[src/rtl/assert_macros.svh]
// ----------------------------------------------------------------------------
// Assertion macros
// Shared concurrent assertion wrappers. They compile to nothing under SYNTHESIS.
// ----------------------------------------------------------------------------
`ifndef ASSERT_MACROS_SVH
`define ASSERT_MACROS_SVH
`ifndef SYNTHESIS
// Assertion on an explicit clock and active-low reset.
`define ZCPE_ASSERT_CLK(lbl, clk, rst_n, prop) \
  lbl: assert property (@(posedge clk) disable iff (!rst_n) prop) \
    else $error("zcpe assertion failed");
// Assertion on the block clock and reset.
`define ZCPE_ASSERT(lbl, prop) `ZCPE_ASSERT_CLK(lbl, clk_i, rst_ni, prop)
`else
`define ZCPE_ASSERT_CLK(lbl, clk, rst_n, prop)
`define ZCPE_ASSERT(lbl, prop)
`endif
`endif

[src/rtl/zcpe_pkg.sv]
// ----------------------------------------------------------------------------
// zcpe_pkg
// Types, constants and register indexes of the zero-crossing pulse encoder.
// ----------------------------------------------------------------------------
package zcpe_pkg;

  // Width of the elapsed microsecond counter and of the divider dividend.
  localparam int ELAPSED_BITS = 32;
  localparam int CNT_W        = $clog2(ELAPSED_BITS);

  // Field and register widths.
  localparam int SAMPLE_W = 16;
  localparam int RATE_W   = 18;
  localparam int UNIT_W   = 10;
  localparam int CFG_W    = RATE_W;
  localparam int CFG_IDX_W = 2;
  localparam int BAL_W    = 21;
  localparam int TICK_W   = 20;
  localparam int HALF_W   = 16;
  localparam int LEN_W    = 7;
  localparam int LEVEL_W  = 8;
  localparam int DIV_W    = RATE_W;

  // Time balance gain per sample.
  localparam logic [BAL_W-1:0] TICKS_PER_SAMPLE = BAL_W'(1000000);

  // Register reset values.
  localparam logic [RATE_W-1:0] RATE_RESET = RATE_W'(44100);
  localparam logic [UNIT_W-1:0] UNIT_RESET = UNIT_W'(9);

  // Register indexes.
  localparam logic [CFG_IDX_W-1:0] CFG_PLAYBACK_RATE = 2'd0;
  localparam logic [CFG_IDX_W-1:0] CFG_US_PER_COUNT  = 2'd1;
  localparam logic [CFG_IDX_W-1:0] CFG_STANDARD_MODE = 2'd2;

  // Pulse length codes and limits.
  localparam logic [LEN_W-1:0] LEN_SHORT = 7'h20;
  localparam logic [LEN_W-1:0] LEN_LONG  = 7'h30;
  localparam logic [LEN_W-1:0] LEN_MAX   = 7'h7f;
  localparam logic [LEN_W-1:0] LEN_MIN   = 7'h01;

  // The short code is chosen while (48 * n) / 18 < 0x28, which holds exactly
  // while 8 * n < 120, that is for fewer than 15 samples.
  localparam logic [HALF_W-1:0] STD_SAMPLE_LIMIT = HALF_W'(15);

  // Level bytes.
  localparam logic [LEVEL_W-1:0] LEVEL_POS = 8'h00;
  localparam logic [LEVEL_W-1:0] LEVEL_NEG = 8'h80;

  // Sequencer states.
  typedef enum logic [2:0] {
    ST_IDLE,
    ST_TIME,
    ST_DECIDE,
    ST_LEN,
    ST_EMIT
  } state_e;

  // Configuration register contents.
  typedef struct packed {
    logic [RATE_W-1:0] playback_rate;
    logic [UNIT_W-1:0] us_per_count;
    logic              standard_mode;
  } cfg_t;

  // Divider request and response.
  typedef struct packed {
    logic                    start;
    logic [ELAPSED_BITS-1:0] dividend;
    logic [DIV_W-1:0]        divisor;
  } div_req_t;

  typedef struct packed {
    logic                    busy;
    logic                    done;
    logic [ELAPSED_BITS-1:0] quotient;
    logic [DIV_W-1:0]        remainder;
  } div_rsp_t;

endpackage

[src/rtl/zcpe_regs.sv]
// ----------------------------------------------------------------------------
// zcpe_regs
// Configuration registers, written through a plain index and data port.
// ----------------------------------------------------------------------------
module zcpe_regs (
  input  logic                            clk_i,
  input  logic                            rst_ni,
  input  logic                            cfg_we_i,
  input  logic [zcpe_pkg::CFG_IDX_W-1:0]  cfg_idx_i,
  input  logic [zcpe_pkg::CFG_W-1:0]      cfg_data_i,
  output zcpe_pkg::cfg_t                  cfg_o
);

  zcpe_pkg::cfg_t cfg_q;

  // Register write; unknown indexes are dropped and upper data bits ignored.
  always_ff @(posedge clk_i or negedge rst_ni) begin
    if (!rst_ni) begin
      cfg_q.playback_rate <= zcpe_pkg::RATE_RESET;
      cfg_q.us_per_count  <= zcpe_pkg::UNIT_RESET;
      cfg_q.standard_mode <= 1'b0;
    end else if (cfg_we_i) begin
      unique case (cfg_idx_i)
        zcpe_pkg::CFG_PLAYBACK_RATE: begin
          cfg_q.playback_rate <= cfg_data_i[zcpe_pkg::RATE_W-1:0];
        end
        zcpe_pkg::CFG_US_PER_COUNT: begin
          cfg_q.us_per_count <= cfg_data_i[zcpe_pkg::UNIT_W-1:0];
        end
        zcpe_pkg::CFG_STANDARD_MODE: begin
          cfg_q.standard_mode <= cfg_data_i[0];
        end
        default: begin
        end
      endcase
    end
  end

  assign cfg_o = cfg_q;

endmodule

[src/rtl/zcpe_div.sv]
// ----------------------------------------------------------------------------
// zcpe_div
// Shared restoring divider, one quotient bit per cycle.
// ----------------------------------------------------------------------------
module zcpe_div (
  input  logic                clk_i,
  input  logic                rst_ni,
  input  zcpe_pkg::div_req_t  req_i,
  output zcpe_pkg::div_rsp_t  rsp_o
);

  localparam int EB = zcpe_pkg::ELAPSED_BITS;
  localparam int DW = zcpe_pkg::DIV_W;

  logic                         busy_q;
  logic                         done_q;
  logic [zcpe_pkg::CNT_W-1:0]   cnt_q;
  logic [EB-1:0]                quo_q;
  logic [DW-1:0]                rem_q;
  logic [DW-1:0]                dvs_q;

  logic [DW:0]                  shifted;
  logic [DW:0]                  diff;
  logic                         ge;
  logic                         last;

  // One step: bring in the next dividend bit and try a subtraction.
  always_comb begin
    shifted = {rem_q, quo_q[EB-1]};
    ge      = (shifted >= {1'b0, dvs_q});
    diff    = shifted - {1'b0, dvs_q};
    last    = (cnt_q == zcpe_pkg::CNT_W'(EB - 1));
  end

  // Control: busy while the dividend bits are worked through, then a done pulse.
  always_ff @(posedge clk_i or negedge rst_ni) begin
    if (!rst_ni) begin
      busy_q <= 1'b0;
      done_q <= 1'b0;
      cnt_q  <= '0;
    end else begin
      done_q <= busy_q && last;
      if (req_i.start) begin
        busy_q <= 1'b1;
        cnt_q  <= '0;
      end else if (busy_q) begin
        cnt_q <= cnt_q + 1'b1;
        if (last) begin
          busy_q <= 1'b0;
        end
      end
    end
  end

  // Datapath: quotient bits shift in where dividend bits shift out.
  always_ff @(posedge clk_i) begin
    if (req_i.start) begin
      quo_q <= req_i.dividend;
      rem_q <= '0;
      dvs_q <= req_i.divisor;
    end else if (busy_q) begin
      quo_q <= {quo_q[EB-2:0], ge};
      rem_q <= ge ? diff[DW-1:0] : shifted[DW-1:0];
    end
  end

  assign rsp_o.busy      = busy_q;
  assign rsp_o.done      = done_q;
  assign rsp_o.quotient  = quo_q;
  assign rsp_o.remainder = rem_q;

endmodule

[src/rtl/zero_crossing_pulse_encoder.sv]
// ----------------------------------------------------------------------------
// zero_crossing_pulse_encoder
// Turns signed audio samples into half-wave pulse records. Each accepted
// sample advances a microsecond clock kept by a time balance; every polarity
// flip emits one beat with the level of the ended half-wave and its length,
// either a fixed code in standard mode or elapsed microseconds per count unit.
// A sample runs through ST_TIME and ST_DECIDE; one that ends a standard-mode
// half-wave then passes ST_EMIT, and one that ends a timed half-wave passes
// ST_LEN and then ST_EMIT, which waits for the output register to empty.
// The single shared divider retires one quotient bit per cycle and is used
// once for the microsecond count and once more for the pulse length. The
// input is not ready while a sample is in work; a finished beat waits in the
// output register without holding off the next sample.
// ----------------------------------------------------------------------------
`include "assert_macros.svh"

module zero_crossing_pulse_encoder (
  input  logic                              clk_i,
  input  logic                              rst_ni,
  input  logic                              cfg_we_i,
  input  logic [zcpe_pkg::CFG_IDX_W-1:0]    cfg_idx_i,
  input  logic [zcpe_pkg::CFG_W-1:0]        cfg_data_i,
  input  logic                              in_valid_i,
  output logic                              in_ready_o,
  input  logic signed [zcpe_pkg::SAMPLE_W-1:0] sample_i,
  output logic                              out_valid_o,
  input  logic                              out_ready_i,
  output logic [zcpe_pkg::LEVEL_W-1:0]      level_byte_o,
  output logic [zcpe_pkg::LEN_W-1:0]        pulse_length_o
);

  localparam int EB = zcpe_pkg::ELAPSED_BITS;
  localparam int DW = zcpe_pkg::DIV_W;
  localparam int BW = zcpe_pkg::BAL_W;

  zcpe_pkg::cfg_t     cfg;
  zcpe_pkg::div_req_t div_req;
  zcpe_pkg::div_rsp_t div_rsp;

  zcpe_pkg::state_e   state_q, state_d;

  logic signed [zcpe_pkg::SAMPLE_W-1:0] sample_q;
  logic signed [BW-1:0]                 balance_q, balance_d;
  logic [EB-1:0]                        elapsed_q, elapsed_d;
  logic [zcpe_pkg::HALF_W-1:0]          half_q, half_d;
  logic                                 pol_q, pol_d;
  logic                                 seen_q, seen_d;
  logic [zcpe_pkg::LEN_W-1:0]           len_q, len_d;

  logic                                 out_valid_q, out_valid_d;
  logic [zcpe_pkg::LEVEL_W-1:0]         level_q;
  logic [zcpe_pkg::LEN_W-1:0]           plen_q;
  logic                                 out_load;

  logic                                 accept;
  logic [zcpe_pkg::RATE_W-1:0]          rate_eff;
  logic [zcpe_pkg::UNIT_W-1:0]          unit_eff;
  logic signed [BW-1:0]                 bal_gain;
  logic                                 rem_nz;
  logic [EB-1:0]                        n_us;
  logic [EB:0]                          elapsed_sum;
  logic                                 skip;
  logic                                 flip;
  logic                                 len_hi;
  logic                                 out_free;

  // Configuration registers.
  zcpe_regs u_regs (
    .clk_i      (clk_i),
    .rst_ni     (rst_ni),
    .cfg_we_i   (cfg_we_i),
    .cfg_idx_i  (cfg_idx_i),
    .cfg_data_i (cfg_data_i),
    .cfg_o      (cfg)
  );

  // Shared divider.
  zcpe_div u_div (
    .clk_i  (clk_i),
    .rst_ni (rst_ni),
    .req_i  (div_req),
    .rsp_o  (div_rsp)
  );

  // Datapath terms shared by the sequencer blocks.
  always_comb begin
    accept   = in_valid_i && in_ready_o;
    rate_eff = (cfg.playback_rate == '0) ? zcpe_pkg::RATE_W'(1) : cfg.playback_rate;
    unit_eff = (cfg.us_per_count == '0) ? zcpe_pkg::UNIT_W'(1) : cfg.us_per_count;
    // The balance lies in (-rate, 0], so the sum is positive and below 2^20.
    bal_gain = balance_q + $signed(zcpe_pkg::TICKS_PER_SAMPLE);
    // Ceiling division: one more microsecond when the remainder is nonzero.
    rem_nz      = (div_rsp.remainder != '0);
    n_us        = div_rsp.quotient + EB'(rem_nz);
    elapsed_sum = {1'b0, elapsed_q} + {1'b0, n_us};
    skip        = !seen_q && (sample_q == '0);
    flip        = (!pol_q && !sample_q[zcpe_pkg::SAMPLE_W-1] && (sample_q != '0))
               || (pol_q && sample_q[zcpe_pkg::SAMPLE_W-1]);
    len_hi      = |div_rsp.quotient[EB-1:zcpe_pkg::LEN_W];
    out_free    = !out_valid_q || out_ready_i;
  end

  // Next-state logic of the sequencer.
  always_comb begin
    state_d = state_q;
    unique case (state_q)
      zcpe_pkg::ST_IDLE: begin
        if (in_valid_i) begin
          state_d = zcpe_pkg::ST_TIME;
        end
      end
      zcpe_pkg::ST_TIME: begin
        if (div_rsp.done) begin
          state_d = zcpe_pkg::ST_DECIDE;
        end
      end
      zcpe_pkg::ST_DECIDE: begin
        if (skip || !flip) begin
          state_d = zcpe_pkg::ST_IDLE;
        end else if (cfg.standard_mode) begin
          state_d = zcpe_pkg::ST_EMIT;
        end else begin
          state_d = zcpe_pkg::ST_LEN;
        end
      end
      zcpe_pkg::ST_LEN: begin
        if (div_rsp.done) begin
          state_d = zcpe_pkg::ST_EMIT;
        end
      end
      zcpe_pkg::ST_EMIT: begin
        if (out_free) begin
          state_d = zcpe_pkg::ST_IDLE;
        end
      end
      default: begin
        state_d = zcpe_pkg::ST_IDLE;
      end
    endcase
  end

  // Output and datapath control of the sequencer.
  always_comb begin
    in_ready_o       = 1'b0;
    div_req.start    = 1'b0;
    div_req.dividend = EB'(bal_gain[zcpe_pkg::TICK_W-1:0]);
    div_req.divisor  = rate_eff;
    balance_d        = balance_q;
    elapsed_d        = elapsed_q;
    half_d           = half_q;
    pol_d            = pol_q;
    seen_d           = seen_q;
    len_d            = len_q;
    out_load         = 1'b0;
    unique case (state_q)
      zcpe_pkg::ST_IDLE: begin
        in_ready_o    = 1'b1;
        div_req.start = in_valid_i;
      end
      zcpe_pkg::ST_TIME: begin
        // Take ceil(b / rate) microseconds and keep what is left in the balance.
        if (div_rsp.done) begin
          balance_d = rem_nz
                    ? ($signed(BW'(div_rsp.remainder)) - $signed(BW'(rate_eff)))
                    : '0;
          elapsed_d = elapsed_sum[EB] ? {EB{1'b1}} : elapsed_sum[EB-1:0];
        end
      end
      zcpe_pkg::ST_DECIDE: begin
        if (!skip) begin
          seen_d = 1'b1;
          if (!flip) begin
            if (half_q != {zcpe_pkg::HALF_W{1'b1}}) begin
              half_d = half_q + 1'b1;
            end
          end else if (cfg.standard_mode) begin
            len_d = (half_q < zcpe_pkg::STD_SAMPLE_LIMIT)
                  ? zcpe_pkg::LEN_SHORT : zcpe_pkg::LEN_LONG;
          end else begin
            div_req.start    = 1'b1;
            div_req.dividend = elapsed_q;
            div_req.divisor  = DW'(unit_eff);
          end
        end
      end
      zcpe_pkg::ST_LEN: begin
        // Whole count units become the length, clamped to LEN_MIN..LEN_MAX; the remainder carries over.
        if (div_rsp.done) begin
          elapsed_d = EB'(div_rsp.remainder);
          if (div_rsp.quotient == '0) begin
            len_d = zcpe_pkg::LEN_MIN;
          end else if (len_hi) begin
            len_d = zcpe_pkg::LEN_MAX;
          end else begin
            len_d = div_rsp.quotient[zcpe_pkg::LEN_W-1:0];
          end
        end
      end
      zcpe_pkg::ST_EMIT: begin
        if (out_free) begin
          out_load = 1'b1;
          half_d   = '0;
          pol_d    = !pol_q;
        end
      end
      default: begin
      end
    endcase
  end

  // Output register valid.
  always_comb begin
    out_valid_d = out_valid_q;
    if (out_valid_q && out_ready_i) begin
      out_valid_d = 1'b0;
    end
    if (out_load) begin
      out_valid_d = 1'b1;
    end
  end

  // Control and state registers.
  always_ff @(posedge clk_i or negedge rst_ni) begin
    if (!rst_ni) begin
      state_q     <= zcpe_pkg::ST_IDLE;
      balance_q   <= '0;
      elapsed_q   <= '0;
      half_q      <= '0;
      pol_q       <= 1'b0;
      seen_q      <= 1'b0;
      out_valid_q <= 1'b0;
    end else begin
      state_q     <= state_d;
      balance_q   <= balance_d;
      elapsed_q   <= elapsed_d;
      half_q      <= half_d;
      pol_q       <= pol_d;
      seen_q      <= seen_d;
      out_valid_q <= out_valid_d;
    end
  end

  // Payload registers.
  always_ff @(posedge clk_i) begin
    if (accept) begin
      sample_q <= sample_i;
    end
    len_q <= len_d;
    if (out_load) begin
      level_q <= pol_q ? zcpe_pkg::LEVEL_POS : zcpe_pkg::LEVEL_NEG;
      plen_q  <= len_q;
    end
  end

  assign out_valid_o    = out_valid_q;
  assign level_byte_o   = level_q;
  assign pulse_length_o = plen_q;

  // The input is only taken while the divider is free.
  `ZCPE_ASSERT(a_ready_div_idle, in_ready_o |-> !div_rsp.busy)
  // The time balance never goes positive between samples.
  `ZCPE_ASSERT(a_balance_nonpos, (state_q == zcpe_pkg::ST_IDLE) |-> (balance_q <= 0))
  // A divider result only follows a running division.
  `ZCPE_ASSERT(a_done_after_busy, div_rsp.done |-> $past(div_rsp.busy))
  // A beat never carries a zero length.
  `ZCPE_ASSERT(a_len_nonzero, out_valid_o |-> (pulse_length_o != '0))

endmodule
[config.mk]
export PLATFORM = sky130hd
export DESIGN_NAME = zero_crossing_pulse_encoder
export DESIGN_NICKNAME = d
export VERILOG_FILES = /design/src/rtl/zcpe_pkg.sv /design/src/rtl/zcpe_regs.sv /design/src/rtl/zcpe_div.sv /design/src/rtl/zero_crossing_pulse_encoder.sv
export VERILOG_INCLUDE_DIRS = /design/src /design/src/rtl
export SDC_FILE = /design/constraint.sdc
export NUM_CORES = 1
export LEC_CHECK = 0
export BUFFER_PORTS_ARGS = -buffer_cell sky130_fd_sc_hd__buf_2
export CAP_MARGIN = 20
export CORE_MARGIN = 10
export CORE_UTILIZATION = 48
export DETAILED_ROUTE_END_ITERATION = 7
export HOLD_SLACK_MARGIN = 0.08
export PLACE_DENSITY = 0.7
export SLEW_MARGIN = 20
export SYNTH_ARGS = -nofsm -noshare
export SYNTH_HDL_FRONTEND = slang
export SYNTH_SLANG_ARGS = --single-unit
export TNS_END_PERCENT = 10
[constraint.sdc]
create_clock -name clk_i -period 6.3 [get_ports clk_i]
set_clock_uncertainty 0.1 [all_clocks]
set_input_delay 1.26 -clock clk_i [delete_from_list [all_inputs] [get_ports clk_i]]
set_output_delay 1.26 -clock clk_i [all_outputs]
set_load 0.02 [all_outputs]
==> flow_summary.toml <==
[clock_network]
cts_buffers = 24
path_clk_slew_ns = 0.06
cts_resized = 0
clkSinkCount = 208
post-cts-setup-buffer-count = 0
clock-root-buffer = "clkbuf_16"
h-tree-depth = 1
cts_hold_buf = 0
clkLatencyLatePin_ns = 0.54
cts_max_path_buffers = 3
cts_tree = "yes"

[sta]
slew_viol_final = 0
fmax_mhz = 189
setup_slack_ns = 1.01
tightest_slew_ns = 0.974
hold_violations = 0
slew-limit-headroom_pct = 35.1
setup_tns_ns = 0
period_share_pct = 84.0
rsz0062_at_grt = "false"
period_minus_slack_ns = 5.29
setup_violations = 0

[worst_setup_path]
critPathLaunchType = "flip-flop"
arrival_ns = 5.57
slowest_delay_ns = 0.49
critical_path.slowest_cell = "nor2_1"
regToRegSetupSlack_ns = 1.01
critPathCaptureType = "flip-flop"
crit_required_ns = 6.58
critPathKind = "flip-flop to flip-flop"
critical_path.cell_chain = "nor4_1, nand3_1, nor4_2, inv_1, ha_1, nand4_1, nor2_1, nand3_1, nor2_1, nand2_1, xnor2_1, ha_1, a21o_1, a21o_1, a21oi_1, nand2b_1, o221a_2, o32a_1, buf_4, buf_4, a211oi_1, o31ai_1"
crit_path_max_fanout = 14

[route]
drt_iter0_drc = 766
vias = 10300
viasPerCell = 5.83
firstDrtPassIters = 5
routed_wl_um = 32600
postRouteAntennaNets = 0
routedWlPerCell_um = 18.4
drc = 0

[global_routing]
grt_max_degree = 60
grtUsageMet3_pct = 3.16
grt_pass1_vias = 10100
antenna_found_initial = 0
grt_util_met2_pct = 32.0
grt-ovfl-total = 0
grt_first_pass_wirelength_um = 53100
busiest_layer = "met2"
gr-usage-met1_pct = 24.8
grt_use_total_pct = 19.3

[synth]
ys.warnings.count = 0
ys_types = 72
syn_inst = 1387
ys.flop_type = "dfrtp_1"
async_flop_share_pct = 52.4
synth.avg_cell_area_um2 = 9.24
synth_edf_count = 81
yosys_register_bits = 208
seq_area_frac_synth_pct = 43.1
syn-cell-area_mm2 = 0.0128

[place]
dp_hpwl_um = 24100
io_buffers = 50
gp_congestion = 0.947
pre_cts_ws_ns = 1.06

[floorplan]
fp.dieW_um = 183
fp.dieH_um = 183
rows = 59
num_io_pins = 58
core_mm2 = 0.0261
fp.dieArea_mm2 = 0.0336
start_util_pct = 49.0

[pwr]
ir_drop_uv = 285
leakage_uw = 0.00600
p_per_area_mw_per_mm2 = 587

[cells_and_area]
diodes = 0
seq_area_mm2 = 0.00553
multiInputGateArea_mm2 = 0.00681
nNetsFinal = 1538
area_delta_synth_final_pct = 10.8
n_fill_cell = 2413
final_layout_size_suffix_gt1_share_pct = 9.94

[run_status]
outcome = "finished clean"

[flow_run]
cap_viol_max_count = 0

[hold_path]
hold_path.class = "flip-flop to flip-flop"
[layer usage]
metal,up-vias,routed length [µm]
li1,5076,-
met1,4990,14600
met2,216,15300
met3,58,1500
met4,0,1170
met5,-,0
[cell families after synthesis]
family,synth area share (%)
compound gates,17.5
fa+ha+maj,7.69
simple gates,18.0
other cells,0.0293
flops,43.1
mux,2.30
buf+inv,4.07
xor+xnor,7.24
[critical path, delay by kind of cell, from the launching register on]
kind | cells | cell delay [ns]
and+or+nand+nor | 9 | 1.70
AOI/OAI and AO/OA | 7 | 1.59
adders and majority gates | 2 | 0.62
buffers and inverters | 3 | 0.54
DFF | 1 | 0.47
xor gates and xnor gates | 1 | 0.13
[cell type report]
type / count / area share (%)
Clock buffer: 25 / 4.25
Clock inverter: 19 / 1.59
Inverter: 63 / 1.66
Multi-Input combinational cell: 1059 / 47.9
Sequential cell: 208 / 38.9
Tap cell: 335 / 2.95
Timing Repair Buffer: 64 / 2.66
[flip-flops by register name, indices dropped and copies added, names as in the netlist, 3 cells and up]
| register | cells |
|---|---|
| balance_q | 19 |
| elapsed_q | 32 |
| half_q | 16 |
| len_q | 7 |
| pulse_length_o | 7 |
| sample_q | 16 |
| state_q | 3 |
| u_div.cnt_q | 5 |
| u_div.dvs_q | 18 |
| u_div.quo_q | 32 |
| u_div.rem_q | 18 |
| u_regs.cfg_o | 29 |
[report_power, final]
group | internal (µW) | switching (µW) | total, µW
clock | 900 | 569 | 1470
sequential | 1940 | 559 | 2500
combinational | 1900 | 2480 | 4380
[metrics by stage]
stage,power (µW),instance area [µm²],hold slack (ns),instances,util [%]
2_1_floorplan,5800,12800,0.300,1393,-
5_1_grt,9030,14200,0.338,1773,54.4
6_report,8350,14200,0.316,1773,54.4
3_5_place_dp,6830,13300,0.305,1728,51.1
3_3_place_gp,6750,13300,0.309,1728,51.1
4_1_cts,8330,14200,0.318,1772,54.2
[placed cells by master (no fill, tap or decap), types with 20 or more instances in the layout]
master,netlist,layout
nand2_1,173,173
nor2_1,103,100
dfrtp_1,101,100
o21ai_0,99,98
edfxtp_1,81,81
a21oi_1,80,80
ha_1,74,74
xnor2_1,66,66
inv_1,63,63
nand3_1,55,55
buf_2,3,49
xor2_1,40,40
nor3_1,29,29
o31ai_1,24,24
a21o_1,24,24
clkbuf_16,0,24
and3_1,22,22
nor4_1,22,21
o21a_1,21,21
nand4_1,20,20
o22ai_1,20,20
[cell usage after synthesis (10+ instances only)]
cell	n	area [µm²]
nand2_1	173	649
nor2_1	103	387
dfrtp_1	101	2530
o21ai_0	99	495
edfxtp_1	81	2430
a21oi_1	80	400
ha_1	74	926
xnor2_1	66	578
inv_1	63	236
nand3_1	55	275
clkbuf_1	49	184
xor2_1	40	350
nor3_1	29	145
a21o_1	24	180
o31ai_1	24	180
and3_1	22	138
nor4_1	22	138
o21a_1	21	158
nand4_1	20	125
o22ai_1	20	125
dfxtp_1	18	360
mux2i_1	16	160
nor2b_1	15	93.8
mux2_2	12	135
a31oi_1	11	68.8
nand2b_1	11	68.8
a22o_1	10	87.6
[worst paths after layout]
check	to	cells past startpoint	startpoint
setup / recovery	elapsed_q[12]	22	u_div.rem_q[6]
hold / removal	pulse_length_o[6]	0	len_q[6]
setup reg to reg	elapsed_q[12]	22	u_div.rem_q[6]
hold reg to reg	pulse_length_o[6]	0	len_q[6]
max in group asynchronous	elapsed_q[13]	2	rst_ni
min in group asynchronous	u_div.cnt_q[1]	1	rst_ni
Note: power is estimated with default switching activity, not from simulation.
